<file path="src/mi3_pkg.sv">
`default_nettype none
package mi3_pkg;

	localparam int VALUE_BITS_DEF = 32;
	localparam int FRAC_BITS_DEF  = 16;
	localparam int N_ELEM         = 9;
	localparam int IDX_BITS       = 4;
	localparam int STEP_BITS      = 5;
	localparam int N_CROSS        = 10;

	localparam logic [IDX_BITS-1:0]  LAST_IDX  = 4'd8;
	localparam logic [STEP_BITS-1:0] LAST_STEP = 5'd22;

	// operand sources above the matrix entries
	localparam logic [3:0] SRC_CR0 = 4'd9;
	localparam logic [3:0] SRC_CR6 = 4'd10;
	localparam logic [3:0] SRC_CR9 = 4'd11;

	typedef enum logic [1:0] {
		OP_LOAD,
		OP_CROSS,
		OP_SUB,
		OP_ADD
	} mul_op_t;

	typedef struct packed {
		logic [3:0] src_a;
		logic [3:0] src_b;
		mul_op_t    op;
	} mul_sel_t;

	// product schedule: ten 2x2 minors, then the first-row expansion
	function automatic mul_sel_t mul_sel(input logic [STEP_BITS-1:0] step);
		mul_sel_t s;
		s.op = step[0] ? OP_CROSS : OP_LOAD;
		case (step)
			5'd0:  begin s.src_a = 4'd4; s.src_b = 4'd8; end
			5'd1:  begin s.src_a = 4'd5; s.src_b = 4'd7; end
			5'd2:  begin s.src_a = 4'd2; s.src_b = 4'd7; end
			5'd3:  begin s.src_a = 4'd1; s.src_b = 4'd8; end
			5'd4:  begin s.src_a = 4'd1; s.src_b = 4'd5; end
			5'd5:  begin s.src_a = 4'd2; s.src_b = 4'd4; end
			5'd6:  begin s.src_a = 4'd5; s.src_b = 4'd6; end
			5'd7:  begin s.src_a = 4'd3; s.src_b = 4'd8; end
			5'd8:  begin s.src_a = 4'd0; s.src_b = 4'd8; end
			5'd9:  begin s.src_a = 4'd2; s.src_b = 4'd6; end
			5'd10: begin s.src_a = 4'd2; s.src_b = 4'd3; end
			5'd11: begin s.src_a = 4'd0; s.src_b = 4'd5; end
			5'd12: begin s.src_a = 4'd3; s.src_b = 4'd7; end
			5'd13: begin s.src_a = 4'd4; s.src_b = 4'd6; end
			5'd14: begin s.src_a = 4'd1; s.src_b = 4'd6; end
			5'd15: begin s.src_a = 4'd0; s.src_b = 4'd7; end
			5'd16: begin s.src_a = 4'd0; s.src_b = 4'd4; end
			5'd17: begin s.src_a = 4'd1; s.src_b = 4'd3; end
			5'd18: begin s.src_a = 4'd3; s.src_b = 4'd8; end
			5'd19: begin s.src_a = 4'd5; s.src_b = 4'd6; end
			5'd20: begin s.src_a = 4'd0; s.src_b = SRC_CR0; s.op = OP_LOAD; end
			5'd21: begin s.src_a = 4'd1; s.src_b = SRC_CR9; s.op = OP_SUB; end
			5'd22: begin s.src_a = 4'd2; s.src_b = SRC_CR6; s.op = OP_ADD; end
			default: begin s.src_a = 4'd0; s.src_b = 4'd0; s.op = OP_LOAD; end
		endcase
		return s;
	endfunction

endpackage
`default_nettype wire

</file>
<file path="src/mi3_res_fifo.sv">
`default_nettype none
module mi3_res_fifo #(
	parameter int WIDTH = 2 * mi3_pkg::VALUE_BITS_DEF + mi3_pkg::IDX_BITS + 2
) (
	input  wire logic             clk,
	input  wire logic             arst_n,
	input  wire logic             wr,
	output logic                  full,
	input  wire logic [WIDTH-1:0] wdata,
	input  wire logic             rd,
	output logic                  empty,
	output logic [WIDTH-1:0]      rdata
);

	logic [WIDTH-1:0] buf_q [2];
	logic             wp_q, rp_q;
	logic [1:0]       cnt_q;
	logic             we, re;

	assign full  = (cnt_q == 2'd2);
	assign empty = (cnt_q == 2'd0);
	assign we    = wr && !full;
	assign re    = rd && !empty;
	assign rdata = buf_q[rp_q];

	always_ff @(posedge clk or negedge arst_n) begin
		if (!arst_n) begin
			wp_q  <= 1'b0;
			rp_q  <= 1'b0;
			cnt_q <= 2'd0;
		end else begin
			if (we) wp_q <= !wp_q;
			if (re) rp_q <= !rp_q;
			cnt_q <= cnt_q + 2'(we) - 2'(re);
		end
	end

	always_ff @(posedge clk) begin
		if (we) buf_q[wp_q] <= wdata;
	end

endmodule
`default_nettype wire

</file>
<file path="config.mk">
export PLATFORM = sky130hd
export DESIGN_NAME = mi3_res_fifo
export DESIGN_NICKNAME = d
export VERILOG_FILES = /design/src/mi3_pkg.sv /design/src/mi3_res_fifo.sv
export SDC_FILE = /design/constraint.sdc
export NUM_CORES = 1
export LEC_CHECK = 0
export ABC_AREA = 1
export BUFFER_PORTS_ARGS = -buffer_cell sky130_fd_sc_hd__buf_2
export CORE_MARGIN = 5
export CORE_UTILIZATION = 45
export CTS_BUF_LIST = sky130_fd_sc_hd__clkbuf_4
export CTS_CLUSTER_SIZE = 30
export DETAILED_ROUTE_END_ITERATION = 7
export PLACE_DENSITY = 0.72
export REMOVE_ABC_BUFFERS = 1
export SLEW_MARGIN = 20
export SYNTH_ARGS = -nofsm -noshare
export SYNTH_HDL_FRONTEND = slang
export SYNTH_SLANG_ARGS = --single-unit
</file>
<file path="constraint.sdc">
create_clock -name clk -period 9.4 [get_ports clk]
set_clock_uncertainty 0.2 [all_clocks]
set_input_delay 1.41 -clock clk [delete_from_list [all_inputs] [get_ports clk]]
set_output_delay 1.41 -clock clk [all_outputs]
set_load 0.01 [all_outputs]
</file>
==> flow_metrics.py <==
metrics = {
    "worst_hold_path": {
        "worstHoldPathCells": 2,
        "worstHoldStart": "wp_q",
        "worst_hold_path_type": "register to register",
        "whs_endpoint": "wp_q",
    },
    "floorplanning": {
        "core_sq_um": 11600,
        "die-area_sq_um": 14200,
        "die_h_um": 119,
        "num_rows": 39,
        "pin_count": 146,
        "die_width_um": 119,
        "initial_core_util": 0.463,
    },
    "critical_path": {
        "cp.arrival_ps": 2360,
        "r2r-start": "cnt_q[1]",
        "cp-start-kind": "register",
        "r2r_cells": 4,
        "crit_fanout": 72,
        "crit_required_ps": 7790,
        "path_class": "register to output pin",
        "r2r_end": "buf_q[1][33]",
        "worstSetupEndpointType": "output pin",
        "reg2reg_slack_ps": 6830,
    },
    "clocking": {
        "cts_post_setup_buffers_inserted": 0,
        "postCtsHoldBufs": 0,
        "ctsResizeCount": 0,
        "clk_pin_slew_ps": 120,
        "cts.path.max_buffers": 2,
        "cts_tree": "yes",
        "cts_sinks": 144,
        "cts_root_buf": "clkbuf_4",
        "cts_max_level": 4,
        "cts_buffers": 17,
        "worstSkewPairLatency_ps": 530,
    },
    "timing": {
        "drv_slew": 0,
        "timing.slew.headroom": 0.398,
        "hold_viol": 0,
        "grt_setup_unrepaired": "no",
        "setup_tns_ps": 0,
        "post-route-period-util": 0.422,
        "worstMarginPinSlew_ps": 901,
        "fin_crit_ps": 3970,
        "setup_violations": 0,
        "fmax_mhz": 252,
    },
    "power": {
        "switchingPower_uw": 692,
        "power_frac_comb": 0.323,
        "intPower_mw": 1.32,
        "powerDensity_nw_per_um2": 308,
        "pwr-share-clk": 0.226,
        "total_power_mw": 2.01,
        "p_sw_frac": 0.345,
        "p_seq_frac": 0.452,
        "p_leak_nw": 2.86,
        "ir_drop_mv": 0.147,
    },
    "synth": {
        "yosysTopAreaCell": "edfxtp_1",
        "synthFlopType": "edfxtp_1",
        "synth_top_cell_area_share": 0.785,
        "synth.most_common_cell": "nand2_1",
        "seq_area_frac_synth": 0.804,
        "syn_area_sq_um": 5360,
        "synth.distinct_cells": 11,
        "synth_edf_count": 140,
        "yosysWarnings": 0,
        "synthTopCellsByCount": "223 x nand2_1, 140 x edfxtp_1, 10 x inv_1",
        "syn-instance-count": 399,
        "ys_seq_elements": 144,
        "avgSynthCellArea_sq_um": 13.4,
        "async_reset_ff_frac": 0.0278,
        "synthTopCellsByArea": "edfxtp_1 79%, nand2_1 16%, dfrtp_1 1.9%",
    },
    "cells_and_area": {
        "layout-drive-gt1-share": 0.323,
        "multi_input_area_sq_um": 888,
        "syn2layout_area_growth_pct": 21.6,
        "nFillCells": 971,
        "n_antenna_cell": 0,
        "seqCellArea_sq_um": 4310,
        "layout.nets": 627,
    },
    "route": {
        "wirelength_mm": 10.5,
        "final_antenna_net_count": 0,
        "dr.pass1.iters": 4,
        "via_count": 3323,
        "drt-initial-drc-count": 204,
        "drc_errors": 0,
        "detail_route.vias_per_cell": 4.70,
        "avgRoutedWirePerCell_um": 14.9,
    },
    "placement": {
        "portBuffers": 145,
        "place_hpwl_mm": 6.66,
        "gp_congestion": 0.718,
    },
    "global_route": {
        "grt_usage": 0.155,
        "grt_max_degree": 73,
        "antenna_found_initial": 1,
        "grt_pass1_wl_mm": 17.0,
        "grt_pass1_vias": 3551,
        "grt.overflow.total": 0,
    },
    "job": {
        "drv_cap": 0,
    },
    "run_status": {
        "status": "finished, final reports clean",
    },
}
[state kept, by name (all words and copies together) (netlist names)]
signal / flops
buf_q: 140
rp_q: 1
cnt_q: 2
wp_q: 1
[area by class of cell]
type	count	area share
Sequential cell	144	0.661
Multi-Input combinational cell	229	0.136
Timing Repair Buffer	148	0.115
Clock inverter	15	0.0332
Tap cell	143	0.0275
Clock buffer	17	0.0196
Inverter	11	0.00730
[cell families (layout without fill, tap and decap cells)]
logic type / after synthesis / in the layout / share of synthesized area
DFF: 144 / 144 / 0.804
buffers and inverters: 26 / 191 / 0.0318
and+or+nand+nor: 227 / 227 / 0.160
adders and majority gates: 2 / 2 / 0.00467
[worst max path at each step]
stage	slack (ps)	startpoint	to	cells after the start
after global routing	5160	rp_q	rdata[33]	5
after detailed placement	5790	wr	buf_q[1][66]	4
after floorplan	4280	wr	buf_q[1][0]	2
after global placement	5830	wr	buf_q[1][8]	4
final	5430	rp_q	rdata[33]	5
after CTS	5340	rp_q	rdata[33]	5
[cell usage in the layout, fill, tap and decap left out, drive strengths merged, types with 3 or more instances in the layout]
cell type / Yosys / routed
nand2: 223 / 223
clkbuf: 0 / 17
inv: 11 / 11
clkinvlp: 0 / 3
nand3: 3 / 3
clkinv: 0 / 7
dfrtp: 4 / 4
buf: 15 / 148
bufinv: 0 / 5
edfxtp: 140 / 140
[per-layer routing]
metal  vias to the layer above  wire length, um  part of all wire  GRT usage
met5                         -               13            0.0012          0
met4                         2              202             0.019     0.0637
met3                        18              749             0.071     0.0626
met2                        97             5400              0.51      0.278
met1                      1563             4160              0.40      0.161
li1                       1643                -                 -          -
[power by group through the flow]
| stage | clock network (mW) | logic [mW] | registers (mW) |
|---|---|---|---|
| finish | 0.453 | 0.648 | 0.907 |
| global route | 0.494 | 0.736 | 0.919 |
| CTS | 0.466 | 0.669 | 0.909 |
| detailed placement | 0 | 0.667 | 0.923 |
| global placement | 0 | 0.656 | 0.916 |
| floorplan | 0 | 0.347 | 0.955 |
[worst max-delay path, stage by stage, from the launching register on]
cell,delay [ps]
dfrtp_2,360
buf_4,630
inv_6,380
nand2_1,160
nand2_1,90
buf_2,150
[metrics by stage]
| stage | util | hold slack, ps | instances | setup WS, ps | cell area (sq um) |
|---|---|---|---|---|---|
| 6_report | 0.563 | 298 | 707 | 5430 | 6510 |
| 5_1_grt | 0.563 | 355 | 707 | 5160 | 6510 |
| 3_3_place_gp | 0.533 | 253 | 675 | 5830 | 6170 |
| 3_5_place_dp | 0.533 | 278 | 675 | 5790 | 6170 |
| 4_1_cts | 0.563 | 306 | 707 | 5340 | 6510 |
| 2_1_floorplan | - | 242 | 384 | 4280 | 5230 |
(Power assumes the default switching activity.)
