`src/mi3_pkg.sv`:
```
`default_nettype none
package mi3_pkg;

	localparam int VALUE_BITS_DEF = 32;
	localparam int FRAC_BITS_DEF  = 16;
	localparam int N_ELEM         = 9;
	localparam int IDX_BITS       = 4;
	localparam int STEP_BITS      = 5;
	localparam int N_CROSS        = 10;

	localparam logic [IDX_BITS-1:0]  LAST_IDX  = 4'd8;
	localparam logic [STEP_BITS-1:0] LAST_STEP = 5'd22;

	// operand sources above the matrix entries
	localparam logic [3:0] SRC_CR0 = 4'd9;
	localparam logic [3:0] SRC_CR6 = 4'd10;
	localparam logic [3:0] SRC_CR9 = 4'd11;

	typedef enum logic [1:0] {
		OP_LOAD,
		OP_CROSS,
		OP_SUB,
		OP_ADD
	} mul_op_t;

	typedef struct packed {
		logic [3:0] src_a;
		logic [3:0] src_b;
		mul_op_t    op;
	} mul_sel_t;

	// product schedule: ten 2x2 minors, then the first-row expansion
	function automatic mul_sel_t mul_sel(input logic [STEP_BITS-1:0] step);
		mul_sel_t s;
		s.op = step[0] ? OP_CROSS : OP_LOAD;
		case (step)
			5'd0:  begin s.src_a = 4'd4; s.src_b = 4'd8; end
			5'd1:  begin s.src_a = 4'd5; s.src_b = 4'd7; end
			5'd2:  begin s.src_a = 4'd2; s.src_b = 4'd7; end
			5'd3:  begin s.src_a = 4'd1; s.src_b = 4'd8; end
			5'd4:  begin s.src_a = 4'd1; s.src_b = 4'd5; end
			5'd5:  begin s.src_a = 4'd2; s.src_b = 4'd4; end
			5'd6:  begin s.src_a = 4'd5; s.src_b = 4'd6; end
			5'd7:  begin s.src_a = 4'd3; s.src_b = 4'd8; end
			5'd8:  begin s.src_a = 4'd0; s.src_b = 4'd8; end
			5'd9:  begin s.src_a = 4'd2; s.src_b = 4'd6; end
			5'd10: begin s.src_a = 4'd2; s.src_b = 4'd3; end
			5'd11: begin s.src_a = 4'd0; s.src_b = 4'd5; end
			5'd12: begin s.src_a = 4'd3; s.src_b = 4'd7; end
			5'd13: begin s.src_a = 4'd4; s.src_b = 4'd6; end
			5'd14: begin s.src_a = 4'd1; s.src_b = 4'd6; end
			5'd15: begin s.src_a = 4'd0; s.src_b = 4'd7; end
			5'd16: begin s.src_a = 4'd0; s.src_b = 4'd4; end
			5'd17: begin s.src_a = 4'd1; s.src_b = 4'd3; end
			5'd18: begin s.src_a = 4'd3; s.src_b = 4'd8; end
			5'd19: begin s.src_a = 4'd5; s.src_b = 4'd6; end
			5'd20: begin s.src_a = 4'd0; s.src_b = SRC_CR0; s.op = OP_LOAD; end
			5'd21: begin s.src_a = 4'd1; s.src_b = SRC_CR9; s.op = OP_SUB; end
			5'd22: begin s.src_a = 4'd2; s.src_b = SRC_CR6; s.op = OP_ADD; end
			default: begin s.src_a = 4'd0; s.src_b = 4'd0; s.op = OP_LOAD; end
		endcase
		return s;
	endfunction

endpackage
`default_nettype wire

```
`src/mi3_back.sv`:
```
`default_nettype none
module mi3_back #(
	parameter int VALUE_BITS = mi3_pkg::VALUE_BITS_DEF,
	parameter int FRAC_BITS  = mi3_pkg::FRAC_BITS_DEF
) (
	input  wire logic                                         clk,
	input  wire logic                                         arst_n,
	input  wire logic                                         job_valid,
	output logic                                              job_pop,
	input  wire logic [mi3_pkg::N_ELEM*VALUE_BITS-1:0]        job_mat,
	output logic                                              res_push,
	input  wire logic                                         res_full,
	output logic [mi3_pkg::IDX_BITS+2*VALUE_BITS+1:0]         res_data
);

	localparam int VB = VALUE_BITS;
	localparam int NW = VALUE_BITS + FRAC_BITS;
	localparam int CW = $clog2(NW);
	localparam logic signed [VB-1:0] VMAX = {1'b0, {(VB-1){1'b1}}};
	localparam logic signed [VB-1:0] VMIN = {1'b1, {(VB-1){1'b0}}};
	localparam logic [2*VB-1:0] FMASK = {{(2*VB-FRAC_BITS){1'b0}}, {FRAC_BITS{1'b1}}};

	typedef enum logic [2:0] {
		ST_IDLE,
		ST_MUL_A,
		ST_MUL_B,
		ST_DIV_INIT,
		ST_DIV,
		ST_EMIT
	} state_t;

	state_t state_q;
	logic signed [VB-1:0] mat_q [mi3_pkg::N_ELEM];
	logic signed [VB-1:0] cr_q [mi3_pkg::N_CROSS];
	logic signed [VB-1:0] acc_q, res_val_q;
	logic signed [2*VB-1:0] prod_q;
	logic [mi3_pkg::STEP_BITS-1:0] p_q;
	logic [mi3_pkg::IDX_BITS-1:0] k_q;
	logic [NW-1:0] num_q, quo_q;
	logic [VB-1:0] rem_q, dm_q;
	logic [CW-1:0] cnt_q;
	logic neg_q, sing_q;

	mi3_pkg::mul_sel_t sel;
	logic signed [VB-1:0] opa, opb, psat, asat, crk;
	logic signed [2*VB-1:0] padj, psh;
	logic signed [VB:0] sum;
	logic [VB:0] remsh, remdf;
	logic ge;
	logic [NW-1:0] qn, limw, qs;
	logic [VB-1:0] qv;

	assign sel = mi3_pkg::mul_sel(p_q);
	assign crk = cr_q[k_q];

	always_comb begin
		if (sel.src_a < 4'd9) opa = mat_q[sel.src_a];
		else opa = cr_q[0];
		case (sel.src_b)
			mi3_pkg::SRC_CR0: opb = cr_q[0];
			mi3_pkg::SRC_CR6: opb = cr_q[6];
			mi3_pkg::SRC_CR9: opb = cr_q[9];
			default: opb = (sel.src_b < 4'd9) ? mat_q[sel.src_b] : cr_q[9];
		endcase
	end

	// product, truncated toward zero, saturated
	always_comb begin
		padj = prod_q + (prod_q[2*VB-1] ? FMASK : '0);
		psh  = padj >>> FRAC_BITS;
		if ((&psh[2*VB-1:VB-1]) || !(|psh[2*VB-1:VB-1])) psat = psh[VB-1:0];
		else psat = psh[2*VB-1] ? VMIN : VMAX;
		if (sel.op == mi3_pkg::OP_ADD) sum = {acc_q[VB-1], acc_q} + {psat[VB-1], psat};
		else sum = {acc_q[VB-1], acc_q} - {psat[VB-1], psat};
		if (sum[VB] != sum[VB-1]) asat = sum[VB] ? VMIN : VMAX;
		else asat = sum[VB-1:0];
	end

	// restoring divider, one quotient bit per cycle
	always_comb begin
		remsh = {rem_q, num_q[NW-1]};
		ge    = remsh >= {1'b0, dm_q};
		remdf = ge ? remsh - {1'b0, dm_q} : remsh;
		qn    = {quo_q[NW-2:0], ge};
		limw  = {{(NW-VB){1'b0}}, neg_q, {(VB-1){!neg_q}}};
		qs    = (qn > limw) ? limw : qn;
		qv    = qs[VB-1:0];
	end

	assign job_pop  = (state_q == ST_IDLE) && job_valid;
	assign res_push = (state_q == ST_EMIT) && !res_full;
	assign res_data = {k_q, res_val_q, acc_q, sing_q, k_q == mi3_pkg::LAST_IDX};

	always_ff @(posedge clk or negedge arst_n) begin
		if (!arst_n) begin
			state_q <= ST_IDLE;
			p_q     <= '0;
			k_q     <= '0;
			cnt_q   <= '0;
		end else begin
			case (state_q)
				ST_IDLE: begin
					if (job_valid) begin
						p_q     <= '0;
						state_q <= ST_MUL_A;
					end
				end
				ST_MUL_A: state_q <= ST_MUL_B;
				ST_MUL_B: begin
					p_q <= p_q + 1'b1;
					if (p_q == mi3_pkg::LAST_STEP) begin
						k_q     <= '0;
						state_q <= ST_DIV_INIT;
					end else begin
						state_q <= ST_MUL_A;
					end
				end
				ST_DIV_INIT: begin
					cnt_q   <= '0;
					state_q <= (acc_q == '0) ? ST_EMIT : ST_DIV;
				end
				ST_DIV: begin
					cnt_q <= cnt_q + 1'b1;
					if (cnt_q == CW'(NW-1)) state_q <= ST_EMIT;
				end
				ST_EMIT: begin
					if (!res_full) begin
						if (k_q == mi3_pkg::LAST_IDX) begin
							state_q <= ST_IDLE;
						end else begin
							k_q     <= k_q + 1'b1;
							state_q <= ST_DIV_INIT;
						end
					end
				end
				default: state_q <= ST_IDLE;
			endcase
		end
	end

	always_ff @(posedge clk) begin
		if (job_pop) begin
			for (int i = 0; i < mi3_pkg::N_ELEM; i++)
				mat_q[i] <= job_mat[i*VB +: VB];
		end
		if (state_q == ST_MUL_A) prod_q <= opa * opb;
		if (state_q == ST_MUL_B) begin
			case (sel.op)
				mi3_pkg::OP_LOAD:  acc_q <= psat;
				mi3_pkg::OP_CROSS: cr_q[p_q[4:1]] <= asat;
				mi3_pkg::OP_SUB:   acc_q <= asat;
				mi3_pkg::OP_ADD:   acc_q <= asat;
				default:           acc_q <= psat;
			endcase
		end
		if (state_q == ST_DIV_INIT) begin
			sing_q    <= (acc_q == '0);
			res_val_q <= mat_q[k_q];
			num_q     <= {(crk[VB-1] ? -crk : crk), {FRAC_BITS{1'b0}}};
			dm_q      <= acc_q[VB-1] ? -acc_q : acc_q;
			neg_q     <= crk[VB-1] ^ acc_q[VB-1];
			rem_q     <= '0;
			quo_q     <= '0;
		end
		if (state_q == ST_DIV) begin
			rem_q <= remdf[VB-1:0];
			quo_q <= qn;
			num_q <= {num_q[NW-2:0], 1'b0};
			if (cnt_q == CW'(NW-1)) res_val_q <= neg_q ? -qv : qv;
		end
	end

endmodule
`default_nettype wire

```
`config.mk`:
```
export PLATFORM = sky130hd
export DESIGN_NAME = mi3_back
export DESIGN_NICKNAME = d
export VERILOG_FILES = /design/src/mi3_pkg.sv /design/src/mi3_back.sv
export SDC_FILE = /design/constraint.sdc
export NUM_CORES = 2
export LEC_CHECK = 0
export BUFFER_PORTS_ARGS = -buffer_cell sky130_fd_sc_hd__buf_2
export CAP_MARGIN = 10
export CORE_UTILIZATION = 25
export DETAILED_ROUTE_END_ITERATION = 8
export PLACE_DENSITY_LB_ADDON = 0.08
export SETUP_SLACK_MARGIN = 0.05
export SYNTH_ARGS = -nofsm -noshare
export SYNTH_HDL_FRONTEND = slang
export SYNTH_SLANG_ARGS = --single-unit
```
`constraint.sdc`:
```
create_clock -name clk -period 74.3 [get_ports clk]
set_input_delay 7.43 -clock clk [delete_from_list [all_inputs] [get_ports clk]]
set_output_delay 7.43 -clock clk [all_outputs]
set_load 0.02 [all_outputs]
```
==> qor_table.md <==
| Item | Reported |
|:---|:---|
| Post-cts gate resize count | 0 |
| CTS Root Buffer Type | sky130_fd_sc_hd__clkbuf_16 |
| Antenna violations before repair | 49 |
| First-pass GRT wire length | 505000 µm |
| Weighted congestion at the end of routability-driven global placement | 0.843 |
| Count of final max-slew check failures | 0 |
| IO Count | 364 |
| Core Box Area | 338000 µm² |
| Width of the die | 586 µm |
| Total half-perimeter wirelength after legalization and detailed placement | 266000 µm |
| CTS tree | built |
| Grt total ovfl | 0 |
| Clock latency of the later-clocked register in the worst-skew pair | 800 ps |
| Number of global-route vias before repair | 66000 |
| Fin crit share | 0.223 |
| Share of post-route cells with drive strength above 1 | 0.158 |
| Fraction of registers with async set/reset | 0.0200 |
| Syn-to-layout area delta | 13.2% |
| Total setup buffers inserted after CTS | 0 |
| Die boundary height | 586 µm |
| Placement Rows | 213 |
| Total GRT Usage | 0.206 |
| Yosys warning count | 0 |
| Leading cell type in the layout, fill and taps excluded | sky130_fd_sc_hd__fa_1 |
| Final total negative setup slack | 0 ps |
| Flop and latch count out of synthesis | 899 |
| Clock Tree Buf Depth | 3 |
| Vias per inst | 4.82 |
| Max-cap violation count | 0 |
| Initial standard-cell utilization of the core | 0.252 |
| Post-layout minimum cycle time | 16590 ps |
| Final count of negative-setup-slack endpoints | 0 |
| CP Data Arrival Time | 9160 ps |
| Transition time of the tightest slew-check pin | 1280 ps |
| Final routed wire length divided by cell count | 27.3 µm |
| Hold-fix buffer count after cts | 0 |
| Drt first-iter violations | 4337 |
| Count of mapped cells out of synthesis | 8179 |
| Crit path kind | in2out |
| Util after Layout | 0.285 |
| Commonest cells after routing, fill and taps aside | 1084 x sky130_fd_sc_hd__fa_1, 1073 x sky130_fd_sc_hd__inv_1, 849 x sky130_fd_sc_hd__edfxtp_1 |
| Hold violation total from the final report | 0 |
| Routed via count | 62500 |
| Crit. End Element | primary output |
| Hold Crit Class | reg2reg |
| Largest net degree at the start of global routing | 147 |
| DR pass1 iterations | 9 |
| Result of the run | finished clean |
| Number of enable flip-flop cells after synthesis | 849 |
| Sequential fraction of the synthesis area | 0.312 |
| Nets in the synthesized netlist | 9862 |
| Most common flop cell mapped by yosys | sky130_fd_sc_hd__edfxtp_1 |
| Slew HR | 0.144 |
| Maximum frequency from static timing analysis | 60.3 MHz |
| Number of fill cells | 35600 |
| DRC viols | 0 |
| Critical-path maximum fanout | 30 |
| Startpoint type of the worst setup path | input pin |
| Die Footprint | 343000 µm² |
| Synth Cell Area | 85200 µm² |
| H-tree levels | 3 |
| Required time at the worst-slack endpoint | 66870 ps |
| Quantity of I/O buffers inserted on ports | 363 |
| Max Clock Skew | 75.3 ps |
| Post-synthesis average cell area | 10.4 µm² |
| Number of buffers inserted during clock tree synthesis | 113 |
| Number of distinct standard cells referenced by the synthesized netlist | 96 |
| Routed wire length | 354000 µm |
| Worst-path clk slew | 60 ps |
| Post-layout nets | 10000 |
| Unrepaired setup endpoints after global routing | no |
| # clock sinks | 899 |
| Number of routed nets with antenna violations | 0 |
critical path, stage by stage:
cell	delay, ps
sky130_fd_sc_hd__buf_2	90
sky130_fd_sc_hd__nor4b_2	700
sky130_fd_sc_hd__buf_4	520
sky130_fd_sc_hd__buf_2	370
state kept, by name (all words and copies together) (netlist names):
| signal | cells |
|---|---|
| acc_q | 32 |
| cnt_q | 6 |
| cr_q | 320 |
| dm_q | 32 |
| k_q | 4 |
| mat_q | 288 |
| neg_q | 1 |
| num_q | 32 |
| p_q | 5 |
| prod_q | 64 |
| quo_q | 47 |
| rem_q | 32 |
| res_val_q | 32 |
| sing_q | 1 |
| state_q | 3 |
synthesized netlist by cell type, types with 200 or more instances:
master                     count  area, µm²
sky130_fd_sc_hd__a211oi_1    242       1820
sky130_fd_sc_hd__a21oi_1     361       1810
sky130_fd_sc_hd__and2_1      242       1510
sky130_fd_sc_hd__clkbuf_1    422       1580
sky130_fd_sc_hd__edfxtp_1    849      25500
sky130_fd_sc_hd__fa_1       1084      21700
sky130_fd_sc_hd__ha_1        307       3840
sky130_fd_sc_hd__inv_1      1074       4030
sky130_fd_sc_hd__nand2_1     623       2340
sky130_fd_sc_hd__nor2_1      775       2910
sky130_fd_sc_hd__o21ai_0     200       1000
sky130_fd_sc_hd__or2_2       366       2290
area by class of cell:
| type | instances | area (µm²) | share of cell area |
|---|---|---|---|
| inverters | 1075 | 4040 | 0.0419 |
| clock buffers | 127 | 2900 | 0.0301 |
| flip-flops and latches | 899 | 26600 | 0.276 |
| well taps | 4515 | 5650 | 0.0586 |
| multi-input cells | 5723 | 53100 | 0.551 |
| clock inverters | 86 | 955 | 0.00991 |
| diodes | 11 | 27.5 | 0.000286 |
| repair buffers | 528 | 3090 | 0.0321 |
layer usage:
| metal | global-route usage | vias up | wire length, µm |
|---|---|---|---|
| met5 | 0 | - | 93 |
| met4 | 0.0440 | 14 | 7380 |
| li1 | - | 27800 | - |
| met3 | 0.0208 | 310 | 14100 |
| met1 | 0.284 | 33000 | 162000 |
| met2 | 0.348 | 1418 | 170000 |
cells by family after synthesis:
group / Yosys count / share of synthesized area
adders and majority gates: 1392 / 0.300
DFF: 899 / 0.312
and+or+nand+nor: 2521 / 0.144
muxes: 214 / 0.0440
buffers and inverters: 1557 / 0.0698
AOI/OAI and AO/OA: 1362 / 0.105
xor gates and xnor gates: 234 / 0.0242
final timing paths:
check	from	to	slack (ps)	cells past startpoint
setup / recovery	job_valid	job_pop	57710	4
hold / removal	cnt_q[5]$_DFFE_PN0N_	cnt_q[5]$_DFFE_PN0N_	490	1
setup reg to reg	p_q[0]$_DFFE_PN0P_	prod_q[61]$_DFFE_PP_	59620	41
hold reg to reg	cnt_q[5]$_DFFE_PN0N_	cnt_q[5]$_DFFE_PN0N_	490	1
max in group asynchronous	arst_n	k_q[2]$_DFFE_PN0P_	67240	1
min in group asynchronous	arst_n	cnt_q[3]$_DFFE_PN0N_	6620	1
through the flow:
step                hold WS (ps)  setup slack (ps)  cell area [µm²]  cells
floorplan                    452             30040            85200   8179
global placement             477             57680            92500  12700
detailed placement           484             57680            92500  12700
CTS                          492             57670            96300  13000
global route                 501             57650            96400  13000
finish                       489             57710            96400  13000
Power is not shown: default switching activity piles up to over one toggle a cycle in this logic, so the estimate is an artifact.
