===== src/mi3_pkg.sv =====
`default_nettype none
package mi3_pkg;

	localparam int VALUE_BITS_DEF = 32;
	localparam int FRAC_BITS_DEF  = 16;
	localparam int N_ELEM         = 9;
	localparam int IDX_BITS       = 4;
	localparam int STEP_BITS      = 5;
	localparam int N_CROSS        = 10;

	localparam logic [IDX_BITS-1:0]  LAST_IDX  = 4'd8;
	localparam logic [STEP_BITS-1:0] LAST_STEP = 5'd22;

	// operand sources above the matrix entries
	localparam logic [3:0] SRC_CR0 = 4'd9;
	localparam logic [3:0] SRC_CR6 = 4'd10;
	localparam logic [3:0] SRC_CR9 = 4'd11;

	typedef enum logic [1:0] {
		OP_LOAD,
		OP_CROSS,
		OP_SUB,
		OP_ADD
	} mul_op_t;

	typedef struct packed {
		logic [3:0] src_a;
		logic [3:0] src_b;
		mul_op_t    op;
	} mul_sel_t;

	// product schedule: ten 2x2 minors, then the first-row expansion
	function automatic mul_sel_t mul_sel(input logic [STEP_BITS-1:0] step);
		mul_sel_t s;
		s.op = step[0] ? OP_CROSS : OP_LOAD;
		case (step)
			5'd0:  begin s.src_a = 4'd4; s.src_b = 4'd8; end
			5'd1:  begin s.src_a = 4'd5; s.src_b = 4'd7; end
			5'd2:  begin s.src_a = 4'd2; s.src_b = 4'd7; end
			5'd3:  begin s.src_a = 4'd1; s.src_b = 4'd8; end
			5'd4:  begin s.src_a = 4'd1; s.src_b = 4'd5; end
			5'd5:  begin s.src_a = 4'd2; s.src_b = 4'd4; end
			5'd6:  begin s.src_a = 4'd5; s.src_b = 4'd6; end
			5'd7:  begin s.src_a = 4'd3; s.src_b = 4'd8; end
			5'd8:  begin s.src_a = 4'd0; s.src_b = 4'd8; end
			5'd9:  begin s.src_a = 4'd2; s.src_b = 4'd6; end
			5'd10: begin s.src_a = 4'd2; s.src_b = 4'd3; end
			5'd11: begin s.src_a = 4'd0; s.src_b = 4'd5; end
			5'd12: begin s.src_a = 4'd3; s.src_b = 4'd7; end
			5'd13: begin s.src_a = 4'd4; s.src_b = 4'd6; end
			5'd14: begin s.src_a = 4'd1; s.src_b = 4'd6; end
			5'd15: begin s.src_a = 4'd0; s.src_b = 4'd7; end
			5'd16: begin s.src_a = 4'd0; s.src_b = 4'd4; end
			5'd17: begin s.src_a = 4'd1; s.src_b = 4'd3; end
			5'd18: begin s.src_a = 4'd3; s.src_b = 4'd8; end
			5'd19: begin s.src_a = 4'd5; s.src_b = 4'd6; end
			5'd20: begin s.src_a = 4'd0; s.src_b = SRC_CR0; s.op = OP_LOAD; end
			5'd21: begin s.src_a = 4'd1; s.src_b = SRC_CR9; s.op = OP_SUB; end
			5'd22: begin s.src_a = 4'd2; s.src_b = SRC_CR6; s.op = OP_ADD; end
			default: begin s.src_a = 4'd0; s.src_b = 4'd0; s.op = OP_LOAD; end
		endcase
		return s;
	endfunction

endpackage
`default_nettype wire


===== src/mi3_front.sv =====
`default_nettype none
module mi3_front #(
	parameter int VALUE_BITS = mi3_pkg::VALUE_BITS_DEF
) (
	input  wire logic                                    clk,
	input  wire logic                                    arst_n,
	input  wire logic                                    push,
	output logic                                         full,
	input  wire logic [mi3_pkg::IDX_BITS-1:0]            elem_index,
	input  wire logic signed [VALUE_BITS-1:0]            elem_value,
	input  wire logic                                    start_invert,
	output logic                                         job_valid,
	input  wire logic                                    job_pop,
	output logic [mi3_pkg::N_ELEM*VALUE_BITS-1:0]        job_mat
);

	localparam int MW = mi3_pkg::N_ELEM * VALUE_BITS;

	logic signed [VALUE_BITS-1:0] store_q [mi3_pkg::N_ELEM];
	logic signed [VALUE_BITS-1:0] store_nx [mi3_pkg::N_ELEM];
	logic [MW-1:0] snap;
	logic [MW-1:0] jq_q [2];
	logic          wp_q, rp_q;
	logic [1:0]    cnt_q;
	logic          acc, jpush, jpop;

	assign full      = (cnt_q == 2'd2);
	assign acc       = push && !full;
	assign jpush     = acc && start_invert;
	assign jpop      = job_pop && job_valid;
	assign job_valid = (cnt_q != 2'd0);
	assign job_mat   = jq_q[rp_q];

	always_comb begin
		for (int i = 0; i < mi3_pkg::N_ELEM; i++) begin
			store_nx[i] = store_q[i];
			if (elem_index == 4'(i)) store_nx[i] = elem_value;
			snap[i*VALUE_BITS +: VALUE_BITS] = store_nx[i];
		end
	end

	always_ff @(posedge clk or negedge arst_n) begin
		if (!arst_n) begin
			for (int i = 0; i < mi3_pkg::N_ELEM; i++) store_q[i] <= '0;
			wp_q  <= 1'b0;
			rp_q  <= 1'b0;
			cnt_q <= 2'd0;
		end else begin
			if (acc) begin
				for (int i = 0; i < mi3_pkg::N_ELEM; i++) store_q[i] <= store_nx[i];
			end
			if (jpush) wp_q <= !wp_q;
			if (jpop) rp_q <= !rp_q;
			cnt_q <= cnt_q + 2'(jpush) - 2'(jpop);
		end
	end

	always_ff @(posedge clk) begin
		if (jpush) jq_q[wp_q] <= snap;
	end

endmodule
`default_nettype wire


===== config.mk =====
export PLATFORM = sky130hd
export DESIGN_NAME = mi3_front
export DESIGN_NICKNAME = d
export VERILOG_FILES = /design/src/mi3_pkg.sv /design/src/mi3_front.sv
export SDC_FILE = /design/constraint.sdc
export NUM_CORES = 1
export LEC_CHECK = 0
export ABC_AREA = 1
export ABC_CLOCK_PERIOD_IN_PS = 32700
export BUFFER_PORTS_ARGS = -buffer_cell sky130_fd_sc_hd__buf_2
export CORE_MARGIN = 2
export CORE_UTILIZATION = 45
export CTS_CLUSTER_SIZE = 10
export DETAILED_ROUTE_END_ITERATION = 8
export RECOVER_POWER = 25
export SLEW_MARGIN = 0
export SYNTH_ARGS = -nofsm -noshare
export SYNTH_HDL_FRONTEND = slang
export SYNTH_SLANG_ARGS = --single-unit

===== constraint.sdc =====
create_clock -name clk -period 32.7 [get_ports clk]
set_input_delay 3.27 -clock clk [delete_from_list [all_inputs] [get_ports clk]]
set_output_delay 3.27 -clock clk [all_outputs]
set_load 0.01 [all_outputs]

==> flow_summary.rst, run 1 <==
.. list-table::
   :header-rows: 1

   * - Metric
     - Value
   * - Run status
     - complete, but fails checks
   * - Violated checks
     - max-capacitance violations, max-slew violations
   * - Time the final worst path needs with I/O delays and setup
     - ~13 ns
   * - Clock Sinks
     - around 870
   * - Via-per-instance ratio
     - roughly 5.1
   * - Initial antenna violation count
     - 5
   * - Setup crit end kind
     - flip-flop
   * - Average instance area after synthesis
     - about 9.4 um^2
   * - Arrival @ worst endpoint
     - approximately 14 ns
   * - Sort of element at the start of the critical path
     - primary input
   * - Number of buffer cells added on primary ports
     - 330
   * - ANT cells
     - 0
   * - Cts-stage hold buffer count
     - 0
   * - Final net count
     - 4,341
   * - Met2 track demand over resource in global routing
     - 41.1%
   * - Transition time at the pin with the least slew margin
     - roughly 4.3 ns
   * - Syn Nets
     - between 4,000 and 5,000
   * - Met1 usage
     - between 30% and 40%
   * - Count of pins on the block boundary
     - about 330
   * - Routed via count
     - 28,223
   * - DR iter-0 viols
     - 2,562
   * - Number of flip-flops and latches in the synthesized netlist
     - roughly 870
   * - Worst-case vdd ir drop
     - slightly below 70 uV
   * - Type of the most critical hold path
     - reg2reg
   * - Total global-route track usage
     - ~26%
   * - Starting density of the core
     - ~46%
   * - Detailed-router iteration count before antenna repair
     - 6
   * - Die width
     - 295 um
   * - Half-perimeter wire length of the detailed placement result
     - 62,400 um
   * - Max_slew headroom
     - -185%
   * - Worst Setup Path Type
     - in2reg
   * - Post-Place Worst Slack
     - between 20 and 25 ns
   * - Maximum number of pins on one net before global-route repair
     - approximately 170
   * - Maximum clock path buffer count
     - 3
   * - Final worst path period share
     - between 40% and 50%
   * - Max cap viols
     - 15
   * - Die height
     - slightly below 300 um
   * - Share of synthesized area occupied by flip-flops and latches
     - ~65%
   * - Count of mapped cells out of synthesis
     - slightly above 4,000
   * - Static leakage
     - roughly 20 nW
   * - Ranking of synthesized cells by area
     - sky130_fd_sc_hd__edfxtp_1 (45%), sky130_fd_sc_hd__dfrtp_1 (19%), sky130_fd_sc_hd__nand2_1 (17%)
   * - Routed wire length
     - around 110,000 um
   * - Via count of the first global-routing pass
     - 25,886
   * - Netlist Area Pre-Place
     - 0.0381 mm^2
   * - DRC violations left
     - 0
   * - Cell taking the most area after synthesis
     - sky130_fd_sc_hd__edfxtp_1
   * - Worst skew pair latency
     - 0.64 ns
   * - Final Slew Violations
     - 839
   * - Number of failing hold endpoints at the final stage
     - 0
   * - Post-route setup slack
     - between 15 and 20 ns
   * - Residual overflow from global routing
     - 0
   * - Post-CTS Setup Repair Bufs
     - 0
   * - Synth warnings
     - 0
   * - Crit Path Max Fanout
     - between 80 and 90
   * - Pwr Density
     - between 90 and 100 mW/mm^2
   * - CTS tree
     - built
   * - # rows
     - about 110
   * - Wire length per cell
     - roughly 20 um
   * - Worst path required time
     - about 33 ns
   * - Layer with the highest usage after global routing
     - met2
   * - Final RePlAce weighted congestion
     - about 0.76
   * - Max Fclk
     - between 70 and 80 MHz
   * - Fraction of layout cells with a size suffix above 1
     - between 10% and 20%
   * - Worst clock skew
     - 0.0165 ns
   * - CTS Root Cell
     - sky130_fd_sc_hd__clkbuf_16
   * - Area of the die
     - approximately 0.087 mm^2
   * - Clock slew at reported path FFs
     - roughly 0.050 ns
   * - H-tree lvl count
     - 3
   * - Global-route wire length before repair
     - approximately 160,000 um
   * - Met3 GRT Util
     - 3.71%
   * - Synthesis-to-finish area growth
     - 14.2%
   * - Post-route setup TNS
     - 0 ns
   * - Core footprint
     - roughly 0.084 mm^2
   * - Number of clock buffers inserted by TritonCTS
     - between 90 and 100
   * - RSZ-0062 raised after global routing
     - false
   * - Fraction of synthesized cell area taken by the top area cell type
     - a little under half
   * - Antenna violation net count after detailed routing
     - 0
   * - Final setup violation count
     - 0
   * - Number of gates resized after cts
     - 0
   * - Number of distinct library cell variants in the gate-level netlist after synthesis
     - 18
placed cells by master, fill, tap and decap left out:
| cell | n |
|---|---|
| sky130_fd_sc_hd__clkbuf_1 | 93 |
| sky130_fd_sc_hd__xnor2_1 | 1 |
| sky130_fd_sc_hd__dfrtp_4 | 1 |
| sky130_fd_sc_hd__or2_2 | 1 |
| sky130_fd_sc_hd__clkinvlp_2 | 1 |
| sky130_fd_sc_hd__ha_1 | 2 |
| sky130_fd_sc_hd__and2_1 | 219 |
| sky130_fd_sc_hd__buf_12 | 2 |
| sky130_fd_sc_hd__edfxtp_1 | 576 |
| sky130_fd_sc_hd__nor2_4 | 5 |
| sky130_fd_sc_hd__buf_4 | 30 |
| sky130_fd_sc_hd__inv_8 | 2 |
| sky130_fd_sc_hd__nand3_1 | 577 |
| sky130_fd_sc_hd__and2_0 | 69 |
| sky130_fd_sc_hd__inv_1 | 296 |
| sky130_fd_sc_hd__inv_2 | 1 |
| sky130_fd_sc_hd__buf_2 | 325 |
| sky130_fd_sc_hd__o21ai_4 | 1 |
| sky130_fd_sc_hd__nand2_1 | 1742 |
| sky130_fd_sc_hd__clkbuf_16 | 103 |
| sky130_fd_sc_hd__xor2_1 | 2 |
| sky130_fd_sc_hd__inv_6 | 1 |
| sky130_fd_sc_hd__clkinv_1 | 34 |
| sky130_fd_sc_hd__clkinv_4 | 1 |
| sky130_fd_sc_hd__nor2_1 | 3 |
| sky130_fd_sc_hd__dfrtp_1 | 291 |
| sky130_fd_sc_hd__clkbuf_8 | 2 |
| sky130_fd_sc_hd__clkinv_2 | 1 |
cells by family after synthesis:
family | after synthesis | share of synthesized area (%)
adder cells (fa/ha/maj) | 2 | 0.0657
AND/OR/NAND/NOR | 2616 | 29.6
XOR/XNOR | 3 | 0.0690
buffers and inverters | 547 | 5.71
AO/OA/AOI/OAI | 1 | 0.0230
flip-flops | 868 | 64.6
worst max-delay path: stages:
cell,delay [ns]
sky130_fd_sc_hd__clkbuf_1,0.10
sky130_fd_sc_hd__o21ai_4,0.05
sky130_fd_sc_hd__clkbuf_1,2.59
sky130_fd_sc_hd__clkinvlp_2,4.30
sky130_fd_sc_hd__nand2_1,1.00
sky130_fd_sc_hd__nor2_4,0.36
sky130_fd_sc_hd__buf_4,0.51
sky130_fd_sc_hd__buf_4,0.55
sky130_fd_sc_hd__buf_4,0.58
worst paths after layout:
check                                   startpoint                  endpoint  slack (ns)  cells past startpoint
max                                           push     jq_q[1][61]$_DFFE_PP_       19.44                      9
min                        store_q[15]$_DFFE_PN0P_   store_q[15]$_DFFE_PN0P_        0.47                      2
max reg2reg                     cnt_q[0]$_DFF_PN0_     jq_q[1][61]$_DFFE_PP_       21.66                      8
min reg2reg                store_q[15]$_DFFE_PN0P_   store_q[15]$_DFFE_PN0P_        0.47                      2
max in group asynchronous                   arst_n   store_q[95]$_DFFE_PN0P_       23.12                      2
min in group asynchronous                   arst_n  store_q[200]$_DFFE_PN0P_        4.14                      1
layer usage:
layer | wire, um | up-vias
met2 | 52600 | 966
li1 | - | 13459
met4 | 3320 | 0
met1 | 47800 | 13640
met3 | 8250 | 158
met5 | 0 | -
cell usage after synthesis, drive strengths merged:
| cell type | instances |
|---|---|
| and2 | 288 |
| dfrtp | 292 |
| xor2 | 2 |
| nand2 | 1742 |
| inv | 300 |
| ha | 2 |
| buf | 119 |
| clkinv | 32 |
| xnor2 | 1 |
| nor2 | 8 |
| clkbuf | 96 |
| o21ai | 1 |
| or2 | 1 |
| nand3 | 577 |
| edfxtp | 576 |
metrics by stage:
stage	cell area, um^2	power [W]	util, %	hold slack (ns)	instances
2_1_floorplan	38100	0.00254	-	0.442	4037
3_3_place_gp	40700	0.00300	48.6	0.460	5331
3_5_place_dp	40700	0.00303	48.6	0.463	5331
4_1_cts	43600	0.00405	52.1	0.477	5516
5_1_grt	43500	0.00427	52.0	0.488	5516
6_report	43500	0.00402	52.0	0.475	5516
registers in the layout (all words and copies together), names as in the netlist:
signal,flops
jq_q,576
store_q,288
cnt_q,2
rp_q,1
wp_q,1
layout make-up:
cell class	instances	area [um^2]
Fill cell	7507	40200
Sequential cell	868	24600
Multi-Input combinational cell	2622	11400
Clock buffer	180	2890
Timing Repair Buffer	375	1960
Tap cell	1134	1420
Inverter	332	1260
Clock inverter	5	30.0
power by group:
group	internal [W]	leakage, nW	switching (W)	total (W)
clock	0.000589	1.39	0.000429	0.00102
combinational	0.000421	9.87	0.000912	0.00133
sequential	0.00155	9.13	0.000113	0.00167
total	0.00256	20.4	0.00145	0.00402
No activity file was read; power rests on OpenSTA's default activity.
==> inputs of run 2 (changes only) <==
--- a/config.mk
+++ b/config.mk
@@ -5,13 +5,14 @@
 export SDC_FILE = /design/constraint.sdc
 export NUM_CORES = 1
 export LEC_CHECK = 0
-export ABC_AREA = 1
-export ABC_CLOCK_PERIOD_IN_PS = 32700
+export ABC_AREA = 0
+export ABC_CLOCK_PERIOD_IN_PS = 11700
 export BUFFER_PORTS_ARGS = -buffer_cell sky130_fd_sc_hd__buf_2
 export CORE_MARGIN = 2
 export CORE_UTILIZATION = 45
 export CTS_CLUSTER_SIZE = 10
 export DETAILED_ROUTE_END_ITERATION = 8
+export PLACE_DENSITY = 0.66
 export RECOVER_POWER = 25
 export SLEW_MARGIN = 0
 export SYNTH_ARGS = -nofsm -noshare
==> constraint.sdc (replaced) <==
create_clock -name clk -period 11.7 [get_ports clk]
set_input_delay 1.17 -clock clk [delete_from_list [all_inputs] [get_ports clk]]
set_output_delay 1.17 -clock clk [all_outputs]
set_load 0.01 [all_outputs]
==> flow_summary.rst, run 2 <==
.. list-table::
   :header-rows: 1

   * - Metric
     - Value
   * - DRC violations left
     - 0
   * - Residual overflow from global routing
     - 0
   * - Wire length per cell
     - ~25 um
   * - Starting density of the core
     - between 40% and 50%
   * - Antenna violation net count after detailed routing
     - 0
   * - Synth warnings
     - 0
   * - Transition time at the pin with the least slew margin
     - 3.84 ns
   * - RSZ-0062 raised after global routing
     - false
   * - Setup crit end kind
     - output port
   * - Final worst path period share
     - roughly 62%
   * - Number of failing hold endpoints at the final stage
     - 0
   * - Routed wire length
     - between 80,000 and 90,000 um
   * - Die height
     - 284 um
   * - Initial antenna violation count
     - 7
   * - Cell taking the most area after synthesis
     - sky130_fd_sc_hd__edfxtp_1
   * - Count of mapped cells out of synthesis
     - 1,894
   * - Leading cell type in the layout, fill and taps excluded
     - sky130_fd_sc_hd__mux2_2
   * - Die width
     - between 200 and 300 um
   * - Run status
     - complete, but fails checks
   * - Routed via count
     - 17,939
   * - Crit Path Max Fanout
     - 60
   * - Average instance area after synthesis
     - approximately 19 um^2
   * - Netlist Area Pre-Place
     - about 0.035 mm^2
   * - Post-synthesis compound-gate area fraction
     - 0%
   * - Core footprint
     - 0.0777 mm^2
   * - Number of gates resized after cts
     - 0
   * - Synth cell count leaders
     - sky130_fd_sc_hd__mux2_2 (793), sky130_fd_sc_hd__edfxtp_1 (576), sky130_fd_sc_hd__dfrtp_1 (292), sky130_fd_sc_hd__buf_2 (57), sky130_fd_sc_hd__clkbuf_1 (56)
   * - Worst clock skew
     - around 0.022 ns
   * - Async set-reset flop share out of synthesis
     - about a third
   * - Synthesis-to-finish area growth
     - 15.8%
   * - Final Slew Violations
     - between 200 and 300
   * - Proportion of synthesized area in mux cells
     - approximately 28%
   * - Post-synthesis xor/xnor area fraction
     - 0.0990%
   * - Biggest regs
     - jq_q: 576 flops, store_q: 288 flops, cnt_q: 2 flops
   * - DR iter-0 viols
     - roughly 1,200
   * - Post-route setup TNS
     - 0 ns
   * - Number of flip-flops in the largest register
     - about 580
   * - Number of clock buffers inserted by TritonCTS
     - 99
   * - # rows
     - slightly above 100
   * - Detailed-router iteration count before antenna repair
     - 5
   * - Clock Sinks
     - a little under 900
   * - Share of synthesized area occupied by flip-flops and latches
     - between 60% and 70%
   * - Worst skew pair latency
     - roughly 0.64 ns
   * - Post-CTS Setup Repair Bufs
     - 0
   * - Count of pins on the block boundary
     - around 330
   * - Number of distinct library cell variants in the gate-level netlist after synthesis
     - 25
   * - Largest family of logic cells by synthesized area
     - multiplexers
   * - Worst-case vdd ir drop
     - about 180 uV
   * - Dominant register cell in the synthesized netlist
     - sky130_fd_sc_hd__edfxtp_1
   * - Cts-stage hold buffer count
     - 0
   * - CTS tree
     - built
   * - Half-perimeter wire length of the detailed placement result
     - roughly 49,000 um
   * - Worst Setup Path Type
     - reg2out
   * - Maximum number of pins on one net before global-route repair
     - 177
   * - Final net count
     - roughly 2,300
   * - Type of the most critical hold path
     - reg2reg
   * - Sort of element at the start of the critical path
     - flip-flop
   * - Maximum clock path buffer count
     - 3
   * - Syn Nets
     - 1,937
   * - Static leakage
     - 15.9 nW
   * - Simple-gate portion of the synthesized area
     - less than 1%
   * - Final RePlAce weighted congestion
     - 0.782
   * - Via-per-instance ratio
     - approximately 5.4
   * - Worst path required time
     - 10.53 ns
   * - Area of the die
     - approximately 0.081 mm^2
   * - Final setup violation count
     - 0
   * - Fraction of synthesized cell area taken by the top area cell type
     - between 40% and 50%
   * - CTS Root Cell
     - sky130_fd_sc_hd__clkbuf_16
   * - Pwr Density
     - between 200 and 250 mW/mm^2
   * - Global-route wire length before repair
     - between 100,000 and 150,000 um
   * - Clock slew at reported path FFs
     - roughly 0.05 ns
   * - Number of flip-flops and latches in the synthesized netlist
     - approximately 870
   * - Cell with the most instances after synthesis
     - sky130_fd_sc_hd__mux2_2
   * - H-tree lvl count
     - 3
   * - Time the final worst path needs with I/O delays and setup
     - just over 7 ns
   * - Max Fclk
     - between 100 and 150 MHz
   * - Max_slew headroom
     - -156%
   * - Fraction of layout cells with a size suffix above 1
     - ~54%
   * - Ranking of synthesized cells by area
     - sky130_fd_sc_hd__edfxtp_1 (49%), sky130_fd_sc_hd__mux2_2 (25%), sky130_fd_sc_hd__dfrtp_1 (21%)
   * - Number of enable-type register cells in the synthesized netlist
     - around 580
   * - Post-synthesis share of cell area spent on full adders, half adders and majority gates
     - less than 1%
   * - Total global-route track usage
     - between 20 and 25%
   * - Commonest cells after routing, fill and taps aside
     - sky130_fd_sc_hd__mux2_2 (741), sky130_fd_sc_hd__edfxtp_1 (576), sky130_fd_sc_hd__buf_2 (328)
   * - Worst Hold Margin
     - roughly 0.48 ns
   * - Largest reg by FF count
     - jq_q
   * - Via count of the first global-routing pass
     - around 19,000
   * - Arrival @ worst endpoint
     - roughly 6.1 ns
   * - Violated checks
     - max-capacitance violations, max-slew violations
   * - Number of buffer cells added on primary ports
     - 330
   * - Max cap viols
     - 7
run 2: changes by cell type in the layout (fill, tap and decap cells not counted), moves of 34 or more:
cell                       previous run  this run
sky130_fd_sc_hd__and2_1             219         1
sky130_fd_sc_hd__inv_1              296         4
sky130_fd_sc_hd__mux2_2               0       741
sky130_fd_sc_hd__nand3_1            577         2
sky130_fd_sc_hd__nand2_1           1742         0
sky130_fd_sc_hd__and2_0              69         0
sky130_fd_sc_hd__clkinv_1            34         0
sky130_fd_sc_hd__mux2_1               0        93
run 2: stage by stage:
step	power, W	instance area (um^2)	utilization (%)	instances	setup slack [ns]
floorplan	0.00657	35400	-	1894	-2.75
global placement	0.00733	38100	49.0	3161	6.77
detailed placement	0.00744	38100	49.0	3162	6.74
CTS	0.0103	41100	52.8	3347	6.49
global route	0.0107	41000	52.7	3348	4.07
finish	0.0102	41000	52.7	3348	4.43
run 2: layout make-up:
| class | instances | area (um^2) |
|---|---|---|
| Antenna cell | 1 | 2.50 |
| Clock buffer | 177 | 2860 |
| Clock inverter | 8 | 131 |
| Fill cell | 6239 | 36700 |
| Inverter | 4 | 15.0 |
| Multi-Input combinational cell | 894 | 10200 |
| Sequential cell | 868 | 24600 |
| Tap cell | 1040 | 1300 |
| Timing Repair Buffer | 356 | 1870 |
run 2: critical path, stage by stage, from the launching register on:
cell	delay, ns
sky130_fd_sc_hd__dfrtp_4	0.99
sky130_fd_sc_hd__clkbuf_1	2.70
sky130_fd_sc_hd__buf_4	0.94
sky130_fd_sc_hd__mux2_2	0.47
sky130_fd_sc_hd__buf_2	0.16
run 2: per-layer routing:
metal  global-route usage, %  wire, um  vias up
met5                       0        53        -
met4                    6.43      1980        8
met3                    3.73      4210      121
met2                    33.1     40000      484
met1                    28.9     37300     9447
li1                        -         -     7879
run 2: worst paths after layout:
| path | to | slack [ns] | cells past startpoint | start |
|---|---|---|---|---|
| worst max-delay path | job_mat[69] | 4.43 | 4 | rp_q$_DFFE_PN0P_ |
| worst min register to register | store_q[9]$_DFFE_PN0P_ | 0.48 | 1 | store_q[9]$_DFFE_PN0P_ |
| worst max register to register | jq_q[1][177]$_DFFE_PP_ | 7.27 | 6 | cnt_q[0]$_DFF_PN0_ |
| min in group asynchronous | store_q[152]$_DFFE_PN0P_ | 0.61 | 1 | arst_n |
| max in group asynchronous | store_q[233]$_DFFE_PN0P_ | 7.21 | 2 | arst_n |
| worst min-delay path | store_q[9]$_DFFE_PN0P_ | 0.48 | 1 | store_q[9]$_DFFE_PN0P_ |
run 2: report_power, final:
part	internal, W	switching, W
clock network	0.00169	0.00117
registers	0.00434	0.000329
logic	0.00135	0.00135
run 2: kinds of logic after synthesis:
family        after synthesis
mux                       864
fa+ha+maj                   2
simple gates               24
flops                     868
xor+xnor                    4
buf+inv                   132
